<file path="src/rtl/sitda_pkg.sv">
// shared types for the signed integer to decimal ascii block
// state encoding, controller commands, datapath status and character codes
package sitda_pkg;

    localparam int unsigned ValueWidth = 32;
    localparam int unsigned NumDigits  = 10;
    localparam int unsigned BcdWidth   = 4 * NumDigits;
    localparam int unsigned CodeWidth  = 7;
    localparam int unsigned IdxWidth   = 4;
    localparam int unsigned StepWidth  = 3;

    localparam logic [CodeWidth-1:0] CODE_ZERO  = 7'd48;
    localparam logic [CodeWidth-1:0] CODE_MINUS = 7'd45;

    typedef enum logic [2:0] {
        S_IDLE,
        S_CONV,
        S_SCAN,
        S_SIGN,
        S_DIGIT
    } state_t;

    typedef struct packed {
        logic load;
        logic shift;
        logic scan;
        logic emit_sign;
        logic emit_digit;
    } cmd_t;

    typedef struct packed {
        logic last_shift;
        logic negative;
        logic out_free;
        logic last_digit;
    } stat_t;

endpackage

</file>
<file path="src/rtl/sitda_ctrl.sv">
// controller state machine: load, convert, scan, emit sign and digits
// depends on sitda_pkg for state, command and status types
module sitda_ctrl
    import sitda_pkg::*;
(
    input  logic  clk,
    input  logic  rst_n,
    input  logic  in_valid,
    output logic  in_ready,
    input  stat_t stat,
    output cmd_t  cmd
);

    state_t state_reg, state_next;

    always_comb
    begin
        state_next = state_reg;
        case (state_reg)
            S_IDLE:
            begin
                if (in_valid)
                begin
                    state_next = S_CONV;
                end
            end
            S_CONV:
            begin
                if (stat.last_shift)
                begin
                    state_next = S_SCAN;
                end
            end
            S_SCAN:
            begin
                state_next = stat.negative ? S_SIGN : S_DIGIT;
            end
            S_SIGN:
            begin
                if (stat.out_free)
                begin
                    state_next = S_DIGIT;
                end
            end
            S_DIGIT:
            begin
                if (stat.out_free && stat.last_digit)
                begin
                    state_next = S_IDLE;
                end
            end
            default:
            begin
                state_next = S_IDLE;
            end
        endcase
    end

    always_comb
    begin
        cmd      = '0;
        in_ready = 1'b0;
        case (state_reg)
            S_IDLE:
            begin
                in_ready = 1'b1;
                cmd.load = in_valid;
            end
            S_CONV:
            begin
                cmd.shift = 1'b1;
            end
            S_SCAN:
            begin
                cmd.scan = 1'b1;
            end
            S_SIGN:
            begin
                cmd.emit_sign = stat.out_free;
            end
            S_DIGIT:
            begin
                cmd.emit_digit = stat.out_free;
            end
            default:
            begin
                cmd = '0;
            end
        endcase
    end

    always_ff @(posedge clk or negedge rst_n)
    begin
        if (!rst_n)
        begin
            state_reg <= S_IDLE;
        end
        else
        begin
            state_reg <= state_next;
        end
    end

endmodule

</file>
<file path="config.mk">
export PLATFORM = sky130hd
export DESIGN_NAME = sitda_ctrl
export DESIGN_NICKNAME = d
export VERILOG_FILES = /design/src/rtl/sitda_pkg.sv /design/src/rtl/sitda_ctrl.sv
export SDC_FILE = /design/constraint.sdc
export NUM_CORES = 1
export LEC_CHECK = 0
export ABC_AREA = 1
export BUFFER_PORTS_ARGS = -buffer_cell sky130_fd_sc_hd__buf_2
export CORE_AREA = 5 5 42 44
export DETAILED_ROUTE_END_ITERATION = 10
export DIE_AREA = 0 0 47 49
export GPL_TIMING_DRIVEN = 0
export HOLD_SLACK_MARGIN = 0.12
export PLACE_DENSITY = 0.48
export SYNTH_ARGS = -nofsm -noshare
export SYNTH_HDL_FRONTEND = slang
export SYNTH_SLANG_ARGS = --single-unit
export TNS_END_PERCENT = 5
</file>
<file path="constraint.sdc">
create_clock -name clk -period 2.6 [get_ports clk]
set_input_delay 0.13 -clock clk [delete_from_list [all_inputs] [get_ports clk]]
set_output_delay 0.13 -clock clk [all_outputs]
set_load 0.01 [all_outputs]
</file>
After elaboration in Yosys (flattened, before gate mapping)
Cells that the tools add are included.
{"block": "totals", "regBits": 3, "input_bits": 7}
{"block": "classes", "eq_ne": 8, "muxes": 12, "reduce_logical": 3}
{"cell": "two-way mux 3 bit", "count": 5}
{"cell": "case mux 3 bit (5 select lines)", "count": 1}
{"cell": "inequality test 2 bit (second input constant)", "count": 4}
{"cell": "equality test 3 x 2 -> 1 bit (second input constant)", "count": 2}
{"cell": "two-way mux 1 bit", "count": 6}
{"cell": "AND reduction 4 bit", "count": 1}
{"cell": "equality test 3 x 1 -> 1 bit (second input constant)", "count": 1}
{"cell": "equality test 3 bit (second input constant)", "count": 1}
{"cell": "zero test 3 bit", "count": 1}
{"cell": "logical AND 1 bit", "count": 1}

Logic depth before layout (Yosys ltp)
{"block": "depth", "depth_word": 3, "ltp_mapped": 7}

Least setup slack after synthesis
OpenSTA, ideal clock, no wires.
{"block": "synth_path", "kind": "reg2reg", "start": "reg state_reg[0]", "end": "reg state_reg[0]", "arrival_ps": 881, "path_slack_ps": 1596, "stages_incl_launch_ff": 7, "n_path_buf": 0, "period_less_slack_ps": 1004, "cell_sequence": "dfrtp_1 > nor2_1 > nand3_1 > nand2_1 > nor2_2 > nand2_1 > nand2_1"}
{"block": "synth_between", "elab_chain_cells": 3, "elab_cells_between_ends": 11}
{"item": "start: declaration", "line": "sitda_ctrl.sv:14", "text": "state_t state_reg, state_next;"}
{"item": "start signal: assignment", "line": "sitda_ctrl.sv:100", "text": "state_reg <= state_next;"}
{"item": "equality test 3 bit (tied with other cells)", "line": "sitda_ctrl.sv:19", "text": "case (state_reg)"}
{"item": "inequality test 2 bit (no line)"}
{"item": "AND reduction 4 bit (no line)"}
Parallel ways exist; a longest one is shown, timed or not.
A chain may end at the register's enable or synchronous reset.

==> impl_metrics.csv <==
group,metric,value,unit
run_status,status,"finished clean",
detailed_routing,antenna_left,0,
detailed_routing,drt-met1-wl,226,um
sta,relSlewSlack,84.9,%
sta,worstMarginPinSlew,224,ps
critical_path,cp_slowest_cell,"dfrtp_1",
global_routing,grt_usage,5.64,%
logic_synthesis,yosysWarnings,0,
critical_path,worst_ep_required_time,2470,ps
critical_path,path_delay_family,"flip-flops",
logic_synthesis,synth_cell_types,11,
sta,period_needed,1330,ps
detailed_routing,drt_iter0_drc,8,
pwr,power_leakage,0.228,nW
logic_synthesis,synth_cells,41,
hold_path,holdCritPathClass,"input port to register",
floorplan,core,1400,um^2
detailed_routing,firstDrtPassIters,4,
detailed_routing,wire_per_inst,7.62,um
clock_tree,clk_pin_slew,30,ps
critical_path,r2r_end,"state_reg[0]",
clock_tree,cts-buffers-inserted,3,
detailed_routing,routed_wl,564,um
critical_path,rr_startpoint,"state_reg[0]",
final_layout,antenna_cells,0,
hold_path,min-delay-start,"stat[2]",
clock_tree,clk_latency,230,ps
placement,gp_congestion,0.723,
logic_synthesis,synthesis.area,235,um^2
critical_path,critPathMaxStageDelay,430,ps
global_routing,grt_max_degree,7,
final_layout,final_cell_mix,"nand2_1, buf_2, inv_1",
final_layout,largest_register_ffs,3,
hold_path,hold_path_depth,4,
floorplan,start_util,16.8,%
sta,finalSetupTns,0,ps
placement,place_ws,1480,ps
final_layout,final_common_cell,"nand2_1",
detailed_routing,highest_layer,"met3",
critical_path,regToRegSetupSlack,1480,ps
floorplan,dieArea,2300,um^2
critical_path,cp-start-kind,"register",
logic_synthesis,yosysSeqAreaShare,31.9,%
critical_path,worstPathCellList,"nor2_1 > nand2_1 > nor2_1 > buf_2",
sta,slew_viol_final,0,
critical_path,crit_type,"register to output pin",
placement,hpwl,500,um
clock_tree,cts-root-buf,"clkbuf_4",
sta,post-route-period-util,51.1,%
sta,skew,2.25,ps
placement,io_buffers,12,
logic_synthesis,ys_seq_elements,3,
flow_run,cap_violations,0,
critical_path,cp_data_arrival_time,1200,ps
final_layout,synthToLayoutAreaGrowth,49.5,%
sta,hold_ws,203,ps
logic_synthesis,synth_nets,48,
logic_synthesis,syn_area_per_cell,5.74,um^2
hold_path,hold_end,"state_reg[2]",
detailed_routing,routed-via-count,290,
pwr,ir_worst_vdd,0.285,mV
sta,setup_violations,0,
global_routing,grt_pass1_wl,959,um
floorplan,die_h,49,um
final_layout,fin_cells,74,
clock_tree,cts_tree,"built",
critical_path,crit_path_end_kind,"output pin",
sta,max_freq,753,MHz
detailed_routing,route.met2.wl,283,um
floorplan,die_x,47,um
sta,hold_violations,0,
global_routing,antenna_found_initial,0,
global_routing,grt_remaining_overflow,0,
pwr,powerDensity,1100,nW/um^2
critical_path,critPathBufInv,1,
clock_tree,htreeDepth,1,
detailed_routing,viasPerCell,3.92,
critical_path,crit_path_max_fanout,6,
detailed_routing,drc,0,
placement,dp_cells,69,
floorplan,ios,13,
clock_tree,cts.sinks,3,
final_layout,fillers,166,
detailed_routing,wl_met3,53,um
clock_tree,clockBufferDepth,2,
sta,rsz0062_at_grt,"no",
sta,setup_slack,1270,ps
final_layout,final_nets,66,
global_routing,grt_pass1_vias,259,
critical_path,cpMostUsedCell,"nor2_1",
final_layout,drive_above_1_share,32.8,%
critical_path,reg2reg_depth,6,
floorplan,rows,14,
synthesized netlist by cell type (all sizes together):
library cell | count | share of area (%)
dfrtp | 3 | 32
nor4 | 1 | 2.7
nor3 | 1 | 2.1
o21ai | 1 | 2.1
inv | 8 | 13
nand2 | 17 | 27
nand3 | 3 | 6.4
nor2 | 6 | 13
a21oi | 1 | 2.1
logic make-up (layout without fill, tap and decap cells):
logic type             Yosys count  count (layout)  synth area share (%)
and+or+nand+nor                 28              28                  51.1
buffers and inverters            8              25                  12.8
AOI/OAI and AO/OA                2               2                  4.25
DFF                              3               3                  31.9
final cells by class:
class | count | area (um^2) | area share [%]
inverter | 8 | 30.0 | 8.54
clock buffer | 4 | 26.3 | 7.47
sequential | 3 | 75.1 | 21.4
tap | 16 | 20.0 | 5.69
timing repair buffer | 13 | 70.1 | 19.9
multi-input combinational | 30 | 130 | 37.0
report_power, final:
group | leakage (nW) | internal (W) | switching, W
Clock | 0.0150 | 0.0000572 | 0.0000205
Sequential | 0.0387 | 0.0000680 | 0.0000296
Combinational | 0.175 | 0.0000808 | 0.000132
routing by layer:
layer / vias up / global-route usage (%)
li1: 159 / -
met1: 123 / 6.83
met2: 8 / 8.37
met3: 0 / 1.11
met4: 0 / 4.15
met5: - / 0
timing repair:
item	in CTS	in global routing
buffers inserted	0	0
hold endpoints to repair	3	0
hold buffers	1	0
resized for setup	0	0
worst min-delay path: stages:
cell and delay (ps):
buf_2 90, a21oi_1 60, nand2_1 60, nand2_1 40
through the flow:
| step | utilization (%) | instance area [um^2] | power, W |
|---|---|---|---|
| 2_1_floorplan | - | 235 | 0.000245 |
| 3_3_place_gp | 22.5 | 315 | 0.000313 |
| 5_1_grt | 25.1 | 352 | 0.000437 |
| 6_report | 25.1 | 352 | 0.000388 |
| 4_1_cts | 25.1 | 352 | 0.000394 |
| 3_5_place_dp | 22.5 | 315 | 0.000313 |
worst max-delay path by stage:
stage	from	end	slack (ps)	cells after the start
after global placement	state_reg[0]	state_reg[1]	1490	6
final	state_reg[0]	cmd[4]	1270	4
after CTS	state_reg[0]	cmd[4]	1270	4
after global routing	state_reg[2]	cmd[0]	1170	3
after detailed placement	state_reg[0]	state_reg[0]	1480	6
after floorplan	state_reg[0]	state_reg[0]	1600	6
Note: power is estimated with default switching activity, not from simulation.
